$ cat src/rtl/clsw_pkg.sv
package clsw_pkg;

    // Display geometry
    localparam int LINE_WIDTH   = 16;   // 1..32
    localparam int LINE_COUNT   = 2;    // 1..2
    localparam int SHADOW_DEPTH = LINE_WIDTH * LINE_COUNT;
    localparam int ADDR_W       = (SHADOW_DEPTH > 1) ? $clog2(SHADOW_DEPTH) : 1;

    // Cursor: bit 6 is the row, bits 5:0 the column
    localparam int CUR_W   = 7;
    localparam int COL_W   = 6;
    localparam int ROW_BIT = 6;

    localparam logic [COL_W-1:0] LINE_WIDTH_COL = COL_W'(LINE_WIDTH);
    localparam logic [CUR_W-1:0] ROW1_HOME      = 7'h40;
    localparam logic [7:0]       CHAR_SPACE     = 8'h20;
    localparam logic [7:0]       CMD_CLEAR      = 8'h01;

    // Stream widths
    localparam int S_TDATA_W = 16;  // column, row, character, zero fill
    localparam int S_TUSER_W = 2;   // mode
    localparam int M_TDATA_W = 8;   // bus byte
    localparam int M_TUSER_W = 1;   // register select

    typedef enum logic [1:0] {
        MODE_CLEAR = 2'd0,
        MODE_GOTO  = 2'd1,
        MODE_PUT   = 2'd2,
        MODE_EOL   = 2'd3
    } t_mode;

    // Engine to output stage: one bus write, or end of request
    typedef struct packed {
        logic       push;
        logic       fin;
        logic [7:0] data;
        logic       rs;
    } t_emit;

    // Engine to shadow memory
    typedef struct packed {
        logic              clear;
        logic              we;
        logic              re;
        logic [ADDR_W-1:0] addr;
        logic [7:0]        wdata;
    } t_mem_req;

endpackage

$ cat src/rtl/clsw_shadow_mem.sv
module clsw_shadow_mem
    import clsw_pkg::*;
(
    input  logic       i_clk,
    input  logic       i_rst_n,
    input  t_mem_req   i_req,
    output logic [7:0] o_rdata
);

    logic [7:0]              r_mem [SHADOW_DEPTH];
    logic [SHADOW_DEPTH-1:0] r_valid;
    logic [7:0]              r_rdata;
    logic                    r_rvalid;

    // Storage, one port: write or read per cycle
    always_ff @(posedge i_clk) begin
        if (i_req.we) begin
            r_mem[i_req.addr] <= i_req.wdata;
        end
        if (i_req.re) begin
            r_rdata  <= r_mem[i_req.addr];
            r_rvalid <= r_valid[i_req.addr];
        end
    end

    // Entry valid bits; an unwritten entry reads as a space
    always_ff @(posedge i_clk) begin
        if (!i_rst_n || i_req.clear) begin
            r_valid <= '0;
        end else if (i_req.we) begin
            r_valid[i_req.addr] <= 1'b1;
        end
    end

    assign o_rdata = r_rvalid ? r_rdata : CHAR_SPACE;

endmodule

$ cat src/rtl/clsw_out.sv
module clsw_out
    import clsw_pkg::*;
(
    input  logic                 i_clk,
    input  logic                 i_rst_n,
    input  t_emit                i_emit,
    output logic                 o_emit_ready,
    output logic                 o_tvalid,
    input  logic                 i_tready,
    output logic [M_TDATA_W-1:0] o_tdata,
    output logic [M_TUSER_W-1:0] o_tuser,
    output logic                 o_tlast
);

    // One write is held back until it is known whether it is the last.
    logic       r_pvalid;
    logic [7:0] r_pdata;
    logic       r_prs;
    logic       r_ovalid;
    logic [7:0] r_odata;
    logic       r_ors;
    logic       r_olast;
    logic       w_out_free;
    logic       w_push;
    logic       w_fin;

    assign w_out_free   = !r_ovalid || i_tready;
    assign o_emit_ready = !r_pvalid || w_out_free;
    assign w_push       = i_emit.push && o_emit_ready;
    assign w_fin        = i_emit.fin && o_emit_ready && r_pvalid;

    always_ff @(posedge i_clk) begin
        if (!i_rst_n) begin
            r_pvalid <= 1'b0;
            r_ovalid <= 1'b0;
        end else begin
            if (i_tready) begin
                r_ovalid <= 1'b0;
            end
            if ((w_push && r_pvalid) || w_fin) begin
                r_ovalid <= 1'b1;
            end
            if (w_push) begin
                r_pvalid <= 1'b1;
            end else if (w_fin) begin
                r_pvalid <= 1'b0;
            end
        end
    end

    always_ff @(posedge i_clk) begin
        if ((w_push && r_pvalid) || w_fin) begin
            r_odata <= r_pdata;
            r_ors   <= r_prs;
            r_olast <= w_fin;
        end
        if (w_push) begin
            r_pdata <= i_emit.data;
            r_prs   <= i_emit.rs;
        end
    end

    assign o_tvalid = r_ovalid;
    assign o_tdata  = r_odata;
    assign o_tuser  = r_ors;
    assign o_tlast  = r_olast;

endmodule

$ cat src/rtl/clsw_engine.sv
module clsw_engine
    import clsw_pkg::*;
(
    input  logic             i_clk,
    input  logic             i_rst_n,
    input  logic             i_cfg_wr_en,
    input  logic             i_cfg_wr_data,
    input  logic             i_in_valid,
    output logic             o_in_ready,
    input  logic [1:0]       i_mode,
    input  logic [COL_W-1:0] i_column,
    input  logic             i_row,
    input  logic [7:0]       i_character,
    output t_mem_req         o_mem_req,
    input  logic [7:0]       i_mem_rdata,
    output t_emit            o_emit,
    input  logic             i_emit_ready
);

    typedef enum logic [2:0] {
        S_IDLE,
        S_CLR,
        S_LOOK,
        S_CMP,
        S_ADDR,
        S_DATA,
        S_FIN
    } t_state;

    t_state           r_state;
    logic             r_shadow_en;
    logic [CUR_W-1:0] r_dcur;
    logic [CUR_W-1:0] r_wcur;
    logic [CUR_W-1:0] r_tgt;
    logic [7:0]       r_char;
    logic             r_eol;

    t_mode             w_mode;
    logic              w_accept;
    logic [COL_W-1:0]  w_wcol;
    logic [COL_W-1:0]  w_dcol;
    logic              w_wcol_end;
    logic              w_dcol_end;
    logic              w_row_ok;
    logic              w_differ;
    logic [ADDR_W-1:0] w_idx;

    assign w_mode     = t_mode'(i_mode);
    assign o_in_ready = (r_state == S_IDLE);
    assign w_accept   = i_in_valid && o_in_ready;
    assign w_wcol     = r_wcur[COL_W-1:0];
    assign w_dcol     = r_dcur[COL_W-1:0];
    assign w_wcol_end = (w_wcol >= LINE_WIDTH_COL);
    assign w_dcol_end = (w_dcol >= LINE_WIDTH_COL);
    assign w_row_ok   = (LINE_COUNT > 1) || !r_wcur[ROW_BIT];
    assign w_differ   = (i_mem_rdata != r_char);
    assign w_idx      = r_wcur[ROW_BIT] ? ADDR_W'(LINE_WIDTH) + ADDR_W'(w_wcol)
                                        : ADDR_W'(w_wcol);

    // Memory requests: clear on accepting a clear request, read in LOOK, write back in CMP
    always_comb begin
        o_mem_req       = '0;
        o_mem_req.addr  = w_idx;
        o_mem_req.wdata = r_char;
        o_mem_req.clear = w_accept && (w_mode == MODE_CLEAR);
        o_mem_req.re    = (r_state == S_LOOK) && r_shadow_en && !w_wcol_end && w_row_ok;
        o_mem_req.we    = (r_state == S_CMP) && w_differ;
    end

    always_comb begin
        o_emit = '0;
        unique case (r_state)
            S_CLR: begin
                o_emit.push = 1'b1;
                o_emit.data = CMD_CLEAR;
            end
            S_ADDR: begin
                o_emit.push = 1'b1;
                o_emit.data = {1'b1, r_tgt};
            end
            S_DATA: begin
                o_emit.push = 1'b1;
                o_emit.data = r_char;
                o_emit.rs   = 1'b1;
            end
            S_FIN: begin
                o_emit.fin = 1'b1;
            end
            default: begin
            end
        endcase
    end

    always_ff @(posedge i_clk) begin
        if (!i_rst_n) begin
            r_state     <= S_IDLE;
            r_shadow_en <= 1'b1;
            r_dcur      <= '0;
            r_wcur      <= '0;
            r_tgt       <= '0;
            r_char      <= '0;
            r_eol       <= 1'b0;
        end else begin
            if (i_cfg_wr_en) begin
                r_shadow_en <= i_cfg_wr_data;
            end
            unique case (r_state)
                S_IDLE: begin
                    if (w_accept) begin
                        unique case (w_mode)
                            MODE_CLEAR: begin
                                r_dcur  <= '0;
                                r_wcur  <= '0;
                                r_state <= S_CLR;
                            end
                            MODE_GOTO: begin
                                if (r_shadow_en) begin
                                    r_wcur  <= {i_row, i_column};
                                    r_state <= S_FIN;
                                end else begin
                                    r_tgt   <= {i_row, i_column};
                                    r_state <= S_ADDR;
                                end
                            end
                            MODE_PUT: begin
                                r_char  <= i_character;
                                r_eol   <= 1'b0;
                                r_state <= S_LOOK;
                            end
                            MODE_EOL: begin
                                r_char  <= CHAR_SPACE;
                                r_eol   <= 1'b1;
                                r_state <= S_LOOK;
                            end
                            default: begin
                                r_state <= S_IDLE;
                            end
                        endcase
                    end
                end
                S_CLR: begin
                    if (i_emit_ready) begin
                        r_state <= S_FIN;
                    end
                end
                S_LOOK: begin
                    if (r_shadow_en) begin
                        if (w_wcol_end) begin
                            // row done: end of line moves to row one
                            if (r_eol && !r_wcur[ROW_BIT]) begin
                                r_wcur <= ROW1_HOME;
                            end
                            r_state <= S_FIN;
                        end else if (!w_row_ok) begin
                            // no such line: cursor moves, nothing stored
                            r_wcur  <= r_wcur + 1'b1;
                            r_state <= r_eol ? S_LOOK : S_FIN;
                        end else begin
                            r_state <= S_CMP;
                        end
                    end else begin
                        if (w_dcol_end) begin
                            if (r_eol && !r_dcur[ROW_BIT]) begin
                                r_tgt   <= ROW1_HOME;
                                r_state <= S_ADDR;
                            end else begin
                                r_state <= S_FIN;
                            end
                        end else begin
                            r_state <= S_DATA;
                        end
                    end
                end
                S_CMP: begin
                    if (w_differ) begin
                        if (r_wcur != r_dcur) begin
                            r_tgt   <= r_wcur;
                            r_state <= S_ADDR;
                        end else begin
                            r_state <= S_DATA;
                        end
                    end else begin
                        r_wcur  <= r_wcur + 1'b1;
                        r_state <= r_eol ? S_LOOK : S_FIN;
                    end
                end
                S_ADDR: begin
                    if (i_emit_ready) begin
                        r_dcur  <= r_tgt;
                        r_state <= r_shadow_en ? S_DATA : S_FIN;
                    end
                end
                S_DATA: begin
                    if (i_emit_ready) begin
                        r_dcur <= r_dcur + 1'b1;
                        if (r_shadow_en) begin
                            r_wcur <= r_wcur + 1'b1;
                        end
                        r_state <= r_eol ? S_LOOK : S_FIN;
                    end
                end
                S_FIN: begin
                    if (i_emit_ready) begin
                        r_state <= S_IDLE;
                    end
                end
                default: begin
                    r_state <= S_IDLE;
                end
            endcase
        end
    end

endmodule

$ cat src/rtl/char_lcd_shadow_writer.sv
// Channel   Dir  Handshake                     Payload
// --------  ---  ----------------------------  -------------------------------------
// request   in   i_s_axis_tvalid/o_s_axis_tready  tuser: mode; tdata: column,row,char
// bus write out  o_m_axis_tvalid/i_m_axis_tready  tdata: byte; tuser: rs; tlast
// config    in   i_cfg_wr_en                   i_cfg_wr_data: shadow_enable
//
// One request at a time. Shadow put character: a column past the row end, or on
// a missing line, stops after the look-up; else read and compare, then, only if
// the character differs, write-back, optional set-address and data; then end.
// End of line walks the row one column per pass, each column a single-port
// shadow memory read followed by its compare. Reset clears the shadow valid bits
// at once; no clearing pass is needed. A stalled master side holds the engine
// only when a write must move out.
module char_lcd_shadow_writer
    import clsw_pkg::*;
(
    input  logic                 i_clk,
    input  logic                 i_rst_n,
    // configuration
    input  logic                 i_cfg_wr_en,
    input  logic                 i_cfg_wr_data,
    // request stream
    input  logic                 i_s_axis_tvalid,
    output logic                 o_s_axis_tready,
    input  logic [S_TDATA_W-1:0] i_s_axis_tdata,   // column[5:0], row[6], character[14:7]
    input  logic [S_TUSER_W-1:0] i_s_axis_tuser,   // mode[1:0]
    // bus write stream
    output logic                 o_m_axis_tvalid,
    input  logic                 i_m_axis_tready,
    output logic [M_TDATA_W-1:0] o_m_axis_tdata,   // bus_byte[7:0]
    output logic [M_TUSER_W-1:0] o_m_axis_tuser,   // register_select[0]
    output logic                 o_m_axis_tlast
);

    t_mem_req   w_mem_req;
    logic [7:0] w_mem_rdata;
    t_emit      w_emit;
    logic       w_emit_ready;

    // Sequencer: decodes requests, walks rows, tracks both cursors
    clsw_engine u_engine (
        .i_clk         (i_clk),
        .i_rst_n       (i_rst_n),
        .i_cfg_wr_en   (i_cfg_wr_en),
        .i_cfg_wr_data (i_cfg_wr_data),
        .i_in_valid    (i_s_axis_tvalid),
        .o_in_ready    (o_s_axis_tready),
        .i_mode        (i_s_axis_tuser),
        .i_column      (i_s_axis_tdata[5:0]),
        .i_row         (i_s_axis_tdata[6]),
        .i_character   (i_s_axis_tdata[14:7]),
        .o_mem_req     (w_mem_req),
        .i_mem_rdata   (w_mem_rdata),
        .o_emit        (w_emit),
        .i_emit_ready  (w_emit_ready)
    );

    // Shadow copy of the screen
    clsw_shadow_mem u_mem (
        .i_clk   (i_clk),
        .i_rst_n (i_rst_n),
        .i_req   (w_mem_req),
        .o_rdata (w_mem_rdata)
    );

    // Holding stage marks tlast, then output register
    clsw_out u_out (
        .i_clk        (i_clk),
        .i_rst_n      (i_rst_n),
        .i_emit       (w_emit),
        .o_emit_ready (w_emit_ready),
        .o_tvalid     (o_m_axis_tvalid),
        .i_tready     (i_m_axis_tready),
        .o_tdata      (o_m_axis_tdata),
        .o_tuser      (o_m_axis_tuser),
        .o_tlast      (o_m_axis_tlast)
    );

`ifndef NO_ASSERTIONS
    // A clear always produces the clear command as the next bus write
    a_clear_cmd: assert property (@(posedge i_clk) disable iff (!i_rst_n)
        (i_s_axis_tvalid && o_s_axis_tready && (i_s_axis_tuser == MODE_CLEAR))
        |=> (w_emit.push && (w_emit.data == CMD_CLEAR) && !w_emit.rs))
        else $error("clear request did not issue clear command");

    // An idle engine never issues a transfer or an end marker
    a_idle_quiet: assert property (@(posedge i_clk) disable iff (!i_rst_n)
        o_s_axis_tready |-> (!w_emit.push && !w_emit.fin))
        else $error("engine emitting while idle");

    // Shadow memory port: never read and write, and never clear with an access
    a_mem_port: assert property (@(posedge i_clk) disable iff (!i_rst_n)
        !(w_mem_req.we && w_mem_req.re)
        && !(w_mem_req.clear && (w_mem_req.we || w_mem_req.re)))
        else $error("shadow memory access conflict");
`endif

endmodule
$ cat config.mk
export PLATFORM = sky130hd
export DESIGN_NAME = char_lcd_shadow_writer
export DESIGN_NICKNAME = d
export VERILOG_FILES = /design/src/rtl/clsw_pkg.sv /design/src/rtl/clsw_shadow_mem.sv /design/src/rtl/clsw_out.sv /design/src/rtl/clsw_engine.sv /design/src/rtl/char_lcd_shadow_writer.sv
export SDC_FILE = /design/constraint.sdc
export NUM_CORES = 1
export LEC_CHECK = 0
export BUFFER_PORTS_ARGS = -buffer_cell sky130_fd_sc_hd__buf_2
export CORE_MARGIN = 1.5
export CORE_UTILIZATION = 45
export DETAILED_ROUTE_END_ITERATION = 10
export GPL_TIMING_DRIVEN = 1
export PLACE_DENSITY = 0.69
export SLEW_MARGIN = 20
export SYNTH_ARGS = -nofsm -noshare
export SYNTH_HDL_FRONTEND = slang
export SYNTH_SLANG_ARGS = --single-unit
export TNS_END_PERCENT = 1
$ cat constraint.sdc
create_clock -name i_clk -period 2.55 [get_ports i_clk]
set_clock_uncertainty 0.15 [all_clocks]
set_input_delay 0.1275 -clock i_clk [delete_from_list [all_inputs] [get_ports i_clk]]
set_output_delay 0.1275 -clock i_clk [all_outputs]
set_load 0.01 [all_outputs]
Yosys cells after proc, flatten, opt, wreduce, memory -nomap -nowiden
Memory sizes are Yosys's and may differ from the RTL's. A register that Yosys moved wholly into a read port is not among the register bits.
Cells that the tools add are included.
Word-level totals
  flip-flop bits (word level): 88
  bits in writable memories: 256
  bits of input ports: 24
  output and inout port bits: 12
  logic and storage cells: 151
  memories: 1
Cells by class
  add/subtract/negate cells: 3
  order comparisons: 4
  eq/ne operators: 31
  mux-type cells: 58
  bitwise operators: 1
  reduce and logical (&&, ||, !) cells: 37
Memory list
  u_mem.r_mem: words 32, bits a word 8, read ports 1, clocked after Yosys merged registers in 1, write ports 1, line clsw_shadow_mem.sv:10  | logic [7:0] r_mem [SHADOW_DEPTH];
Operator list (count)
  7-bit 2-to-1 mux: 20
  7-bit case mux with 3 select lines: 2
  32-bit bitwise OR: 1
  7-bit case mux with 4 select lines: 1
  3-bit 2-to-1 mux: 9
  8-bit case mux with 3 select lines: 1
  3-bit case mux with 7 select lines: 1
  2-bit by 1-bit inequality test with 1-bit output, second input constant: 9
  2-bit inequality test, second input constant: 9
  8-bit case mux with 2 select lines: 1
  7-bit by 1-bit adder with 7-bit output, second input constant: 2
  7-bit case mux with 2 select lines: 1
  6-bit by 5-bit greater-or-equal comparator with 1-bit output, second input constant: 2
  1-bit logical AND: 12
  1-bit 2-to-1 mux: 12
  10-bit AND reduction: 1
  5-bit AND reduction: 2
  3-bit equality test, second input constant: 3
  3-bit case mux with 3 select lines: 1
  9-bit AND reduction: 1
  2-bit 2-to-1 mux: 4
  8-bit 2-to-1 mux: 1
  8-bit inequality test: 1
  7-bit inequality test: 1
  other kinds (22): 36

Logic depth before layout (Yosys ltp)
Gate-level depths: netlist of run 1.
  depth in word-level cells: 7
  depth in mapped cells: 9
  mapped depth without buffers: 8

Hierarchy
From an unflattened synthesis of run 1, not the netlist that was laid out.
Unflattened totals
  cells, all modules: 1057
  area total of the unflattened synthesis: 14791.7 µm²
By module, submodules not included
  clsw_shadow_mem: instances 1, cells an instance 683, area each 11511.0 µm², seq. area each 8598.2 µm²
  clsw_engine: instances 1, cells an instance 342, area each 2596.2 µm², seq. area each 680.7 µm²
  clsw_out: instances 1, cells an instance 32, area each 684.4 µm², seq. area each 610.6 µm²

Worst setup path after synthesis of run 1
OpenSTA, ideal clock, no wires.
  path type: register to register
  from: register u_engine.r_char[5]
  to: memory u_mem.r_mem[15][0], enable pin
  library setup time: 370 ps
  data arrival time: 2231 ps
  data required time: 2030 ps
  slack: -201 ps
  stages on the path, launching flop included: 9
  path buffers: 2
  clock period less this slack: 2751 ps
  path through: dfxtp_1 -> or4b_1 -> o22ai_1 -> o22ai_1 -> o21ba_1 -> buf_6 -> nand2_1 -> buf_2 -> nor2_1
Between the ends
  word-level cells in the longest chain between the ends: 4
Ends and longest elaborated chain
  start, declared: line clsw_engine.sv:35  | logic [7:0] r_char;
  start signal, assigned: line clsw_engine.sv:126  | r_char <= i_character;
  8-bit inequality test: line clsw_engine.sv:56  | assign w_differ = (i_mem_rdata != r_char);
  1-bit logical AND: line clsw_engine.sv:67  | o_mem_req.we = (r_state == S_CMP) && w_differ;
  1-bit 2-to-1 mux: line clsw_shadow_mem.sv:17  | if (i_req.we) begin
  1-bit 2-to-1 mux (implied by the code): line clsw_shadow_mem.sv:18  | r_mem[i_req.addr] <= i_req.wdata;
  end, declared: line clsw_shadow_mem.sv:10
Every way passes these cells.

Worst setup path in the final report of run 1
  from: register u_mem.r_rvalid
  to: register u_engine.r_wcur[1]
Between the ends
  word-level cells in the longest chain between the ends: 4
Ends and longest elaborated chain
  start, declared: line clsw_shadow_mem.sv:13  | logic r_rvalid;
  start signal, assigned: line clsw_shadow_mem.sv:22  | r_rvalid <= r_valid[i_req.addr];
  8-bit 2-to-1 mux: line clsw_shadow_mem.sv:35  | assign o_rdata = r_rvalid ? r_rdata : CHAR_SPACE;
  8-bit inequality test: line clsw_engine.sv:56
  2-bit inequality test (no source line)
  10-bit AND reduction (no source line)
  end signal, assigned: line clsw_engine.sv:118  | r_wcur <= {i_row, i_column};
  end signal, assigned: line clsw_engine.sv:156  | r_wcur <= r_wcur + 1'b1;
  end signal, assigned: line clsw_engine.sv:183  | r_wcur <= r_wcur + 1'b1;
  end, declared: line clsw_engine.sv:33  | logic [CUR_W-1:0] r_wcur;
Every way passes these cells.
A chain may end at the register's enable or synchronous reset.

==> results of run 1 <==
## layout by cell type (no fill, tap or decap), types with 8 or more instances in the layout
cell type,instances
edfxtp_1,284
nand2_1,78
mux4_2,72
buf_4,62
dfxtp_1,58
o21ai_0,46
nor2_1,45
clkbuf_16,37
a22oi_1,36
buf_2,34
a21oi_1,32
nor2_4,28
dlygate4sd3_1,20
nor3_1,14
nor2b_1,13
a221oi_1,13
nand4_1,12
nand3_1,12
xnor2_1,10
clkinv_1,10
clkbuf_1,10
nor3b_1,9
inv_1,8
dfxtp_2,8
## registers in the layout (all words and copies together) (netlist names), 3 cells and up
signal / cells
u_engine.r_char: 8
u_engine.r_dcur: 7
u_engine.r_state: 3
u_engine.r_tgt: 7
u_mem.r_rdata: 8
u_mem.r_mem: 256
u_out.r_pdata: 8
u_out.o_tdata: 8
u_mem.r_valid: 32
u_engine.r_wcur: 7
## per-stage QoR
stage                     instances  power (mW)
after global routing           1479       16.21
after floorplan                 948       9.353
after CTS                      1479       15.56
after global placement         1394       10.62
final                          1479       15.57
after detailed placement       1394       10.68
## worst paths after layout
path                    start                  end  cells after the start
max            u_mem.r_rvalid   u_engine.r_wcur[1]                      7
min           i_s_axis_tvalid  u_engine.r_state[0]                      5
max reg2reg    u_mem.r_rvalid   u_engine.r_wcur[1]                      7
min reg2reg  u_out.r_pdata[2]     u_out.o_tdata[2]                      0
## worst register-to-register path, cell delays in order (launching register included)
cell and delay (ps):
edfxtp_1 480, or4b_1 480, o22ai_1 190, o22ai_1 140, o21ba_2 270, buf_4 170
or4_1 510, a21oi_1 120
## area by class of cell
cell class | count | area share, %
repair buffers | 123 | 5.736
flip-flops and latches | 352 | 58.22
clock buffers | 48 | 5.743
multi-input cells | 528 | 26.57
well taps | 402 | 2.956
clock inverters | 17 | 0.5736
inverters | 9 | 0.1985
## timing repair
item                       4_1_cts  5_1_grt
hold endpoints to repair        28        0
hold buffers                    20        0
gates cloned                     0        0
setup endpoints to repair      257      218
resized for setup               34       29
## power by group
| group | internal, mW | switching (mW) |
|---|---|---|
| sequential | 6.63 | 0.296 |
| combinational | 1.58 | 2.24 |
| clock | 2.71 | 2.12 |
## metal layers
metal | up-vias | wire length, um | track usage (%)
li1 | 3954 | - | -
met1 | 4358 | 13590 | 27.01
met5 | - | 0 | 0
met3 | 51 | 2068 | 3.233
met4 | 0 | 604 | 5.124
met2 | 321 | 16040 | 33.53
## kinds of logic after synthesis
logic type,count (synthesis)
AO/OA/AOI/OAI,185
AND/OR/NAND/NOR,242
adder cells (fa/ha/maj),5
multiplexers,78
flip-flops,352
buffers and inverters,68
XOR/XNOR,18
==> metrics.csv, run 1 <==
stage,metric,value,unit
run_status,outcome,"finished, violations left",
run_status,violations,negative setup slack,
synthesis,async_flop_share,0,%
synthesis,synthMuxAreaShare,11.64,%
synthesis,yosys.area_share.simple,7.796,%
final_layout,nFillCells,2513,
synthesis,syn_inst,948,
place,place.gp.congestion,0.8509,
final_layout,final_net_count,1079,
floorplan,die_area,33180,um^2
pwr,p_per_area,915.4,nW/um^2
clock_network,postCtsSetupBuffers,0,
drt,wire_per_inst,21.84,um
timing,holdWs,110.6,ps
synthesis,synth_cell_types,58,
floorplan,die_x,182.2,um
global_routing,grt_antenna_before_repair,0,
timing,rsz0062_at_grt,yes,
timing,slew_headroom,33.12,%
synthesis,yosysWarnings,0,
critical_path,required,2840,ps
global_routing,grt_pass1_vias,8780,
timing,worstMarginPinSlew,1003,ps
critical_path,crit_chain,or4b_1 > o22ai_1 > o22ai_1 > o21ba_2 > buf_4 > or4_1 > a21oi_1,
global_routing,grt_pass1_wl,50470,um
synthesis,synthXorXnorAreaFrac,1.091,%
drt,drt-total-wl,32300,um
floorplan,pin_count,36,
timing,setup-tns-final,-28.53,ps
floorplan,core.rowCount,65,
drt,post-route-drc-count,0,
critical_path,worst-path-max-fanout,9,
final_layout,utilization,53.92,%
synthesis,synth_compound_area_share,8.618,%
synthesis,synth_common_cells,"edfxtp_1, nand2_1, nor2_1",
timing,slew_viol_final,0,
critical_path,path_buf_inv,1,
timing,layout_setup_ws,-28.53,ps
floorplan,core,31560,um^2
critical_path,crit_family,simple AND/OR/NAND/NOR gates,
synthesis,synthAdderAreaFrac,0.4331,%
place,dpl_worst_slack,-221.2,ps
synthesis,synth_edf_count,284,
clock_network,clk-insertion-delay-late,510,ps
timing,post-route-period-util,101.1,%
final_layout,area_growth,17.79,%
synthesis,synth_ff_type,edfxtp_1,
critical_path,cpPeakStageDelay,510,ps
critical_path,end_kind,register,
drt,viasPerCell,5.872,
critical_path,worstPathArrival,2870,ps
timing,setup_viol,1,
final_layout,seqCellArea,9907,um^2
floorplan,initial_core_util,45.78,%
global_routing,grt_usage,19.88,%
synthesis,yosysTopAreaCellShare,59.04,%
pwr,ir_drop,0.0006260,V
global_routing,grt_max_degree,49,
global_routing,grt-ovfl-total,0,
final_layout,postLayoutCellArea,17020,um^2
place,dpl_cell_area,15510,um^2
critical_path,slowest_stage,or4_1,
synthesis,yosys.area.top_type,edfxtp_1,
drt,drtIter0Drc,801,
timing,max_freq,387.8,MHz
critical_path,critical_path.startpoint_type,register,
final_layout,diodes,0,
drt,dr.pass1.iters,5,
synthesis,ys_seq_area_share,68.46,%
synthesis,syn_area_per_cell,15.24,um^2
synthesis,synthTopCellsByArea,"edfxtp_1, mux4_2, dfxtp_1, nand2_1, nor2_1",
clock_network,cts.sinks,352,
synthesis,synth_area,14450,um^2
drt,antenna_left,0,
synthesis,synth-seq-cells,352,
clock_network,clockRootBuffer,clkbuf_16,
pwr,p_leak,5.545,nW
place,port_buffers,34,
clock_network,cts_tree,done,
place,dp_hpwl,21340,um
clock_network,cts.reportedPaths.clkPinSlew,60,ps
timing,hold_viol_final,0,
clock_network,numCtsBuffers,36,
synthesis,syn_nets,977,
synthesis,yosys.cell_count.top_type,edfxtp_1,
hold_path,min_path_type,in2reg,
synthesis,synth_top_family_by_area,multiplexers,
drt,num_vias,8684,
critical_path,r2r_slack,-30,ps
timing,min_period,2579,ps
clock_network,clk_path_buf_depth,3,
clock_network,cts_max_level,2,
critical_path,cp_common_cell,o22ai_1,
final_layout,multi_input_area,4521,um^2
run,drv_cap,0,
critical_path,critPathKind,reg2reg,
final_layout,layout-drive-gt1-share,24.98,%
floorplan,die-height,182.2,um
(Power assumes the default switching activity.)
==> run 2: changes to the inputs <==
PLACE_DENSITY = 0.67   (was 0.69)
clock period = 3.2 ns   (was 2.55 ns; I/O delays follow)
==> run 2 against run 1 <==
The flow now finishes without violations. Worst setup slack better by 110 ps. Register-to-register slack gained 110 ps. Critical path depth fell by 1. Largest cell class unchanged. Highest routed layer unchanged.
==> metrics.csv, run 2 (same netlist as run 1, synthesis figures left out) <==
stage,metric,value,unit
run_status,outcome,completed,
place,dpl_worst_slack,81.03,ps
final_layout,final_cell_mix,"edfxtp_1, nand2_1, mux4_2, nor2_1, dfxtp_1",
pwr,p_total,12.68,mW
critical_path,crit_family,simple AND/OR/NAND/NOR gates,
pwr,switching_share,28.27,%
hold_path,min_path_type,in2reg,
place,dp_hpwl,20840,um
critical_path,path_buf_inv,0,
timing,holdWs,16.66,ps
timing,min_period,3120,ps
floorplan,die_x,182.2,um
clock_network,cts_max_level,2,
global_routing,grt_pass1_vias,8400,
pwr,ir_drop,0.0004722,V
timing,post-route-period-util,97.50,%
place,place.gp.congestion,0.8507,
timing,worstMarginPinSlew,1148,ps
timing,setup-tns-final,0,ps
final_layout,final_cells,1462,
clock_network,clockRootBuffer,clkbuf_16,
timing,slew_headroom,23.20,%
drt,drtIter0Drc,831,
drt,met3_length,2361,um
critical_path,worst-path-max-fanout,12,
place,dp.cells,1378,
floorplan,die-height,182.2,um
critical_path,end_kind,register,
clock_network,postCtsSetupBuffers,0,
timing,slew_viol_final,0,
floorplan,core.rowCount,65,
global_routing,grt_pass1_wl,49550,um
global_routing,grt-ovfl-total,0,
final_layout,area_growth,15.89,%
drt,drt-total-wl,32340,um
drt,wire_per_inst,22.12,um
pwr,p_per_area,757.2,nW/um^2
drt,dr.pass1.iters,5,
floorplan,die_area,33180,um^2
pwr,comb_power_share,22.2,%
drt,highest_layer,met4,
clock_network,cts_tree,done,
drt,antenna_left,0,
floorplan,initial_core_util,45.78,%
place,port_buffers,34,
global_routing,grt_usage,19.83,%
critical_path,required,3190,ps
drt,wl_met2,15320,um
pwr,p_leak,5.500,nW
final_layout,utilization,53.05,%
final_layout,top_regs,"u_mem.r_mem (256), u_mem.r_valid (32)",
timing,hold_viol_final,0,
timing,max_freq,320.5,MHz
pwr,power.internal,9.093,mW
final_layout,layout-drive-gt1-share,20.94,%
final_layout,layout_commonest_cell,edfxtp_1,
place,dpl_cell_area,15330,um^2
final_layout,largest_reg_flops,256,
global_routing,grt_max_degree,43,
clock_network,clk-insertion-delay-late,520,ps
pwr,p_sw,3.583,mW
critical_path,cpPeakStageDelay,740,ps
final_layout,diodes,0,
timing,setup_viol,0,
critical_path,slowest_stage,nor2_1,
timing,layout_setup_ws,80.02,ps
critical_path,critical_path.startpoint_type,register,
floorplan,pin_count,36,
clock_network,clk_path_buf_depth,3,
global_routing,grt_antenna_before_repair,0,
pwr,seq_power_share,43.7,%
critical_path,critPathKind,reg2reg,
final_layout,postLayoutCellArea,16740,um^2
final_layout,top_register,u_mem.r_mem,
pwr,pwr-share-clk,34.1,%
final_layout,final_net_count,1061,
floorplan,core,31560,um^2
drt,post-route-drc-count,0,
clock_network,numCtsBuffers,37,
drt,viasPerCell,5.890,
critical_path,worstPathArrival,3110,ps
clock_network,cts.reportedPaths.clkPinSlew,60,ps
drt,num_vias,8611,
clock_network,cts.sinks,352,
drt,wirelength_met1,13600,um
timing,rsz0062_at_grt,yes,
critical_path,crit_chain,nor4bb_1 > a2bb2oi_1 > a32o_1 > o21ba_1 > nand2_1 > nor2_1,
run,drv_cap,0,
## run 2: changes by cell type in the layout (fill, tap and decap cells not counted), moves of 2 or more
cell           delta
nor2_2            +2
dlygate4sd3_1     -3
clkinvlp_4        -2
clkinv_1          -2
buf_12            -4
dfxtp_2           -8
nor2_1           +26
bufinv_16         +5
buf_4            -12
dfxtp_1           +8
nor2_4           -28
## run 2: metal layers
metal,vias up,track usage (%)
met5,-,0
met3,65,3.752
met1,4326,27.79
met2,302,31.02
li1,3918,-
met4,0,7.471
## run 2: final timing paths
kind | slack (ps) | end | start | cells past startpoint
hold / removal | 20 | u_engine.r_tgt[3] | i_s_axis_tdata[3] | 4
hold reg to reg | 270 | u_out.o_tuser | u_out.r_prs | 0
setup reg to reg | 80 | u_mem.r_mem[5][1] | u_mem.r_rvalid | 6
setup / recovery | 80 | u_mem.r_mem[5][1] | u_mem.r_rvalid | 6
## run 2: layout make-up
class	instances	area [um^2]
clock buffers	48	998.5
clock inverters	19	222.7
fillers	2552	14820
inverters	9	33.78
multi-input cells	528	4309
flip-flops and latches	352	9897
well taps	402	503.0
repair buffers	104	775.7
## run 2: repair_timing
| item | in CTS | in global routing |
|---|---|---|
| hold buffers | 17 | 0 |
| resized for setup | 0 | 7 |
| hold endpoints to repair | 24 | 0 |
| setup endpoints to repair | 0 | 153 |
## run 2: power groups by stage
stage	Sequential (mW)	Combinational (mW)	Clock, mW
after floorplan	5.51	1.94	0
after global placement	5.63	2.72	0
after detailed placement	5.64	2.75	0
after CTS	5.54	2.78	4.38
after global routing	5.58	3.04	4.55
final	5.54	2.81	4.32
## run 2: worst min-delay path: stages
cell      delay, ps
buf_2           120
nor2b_1         130
a31oi_1         130
a311oi_1         90
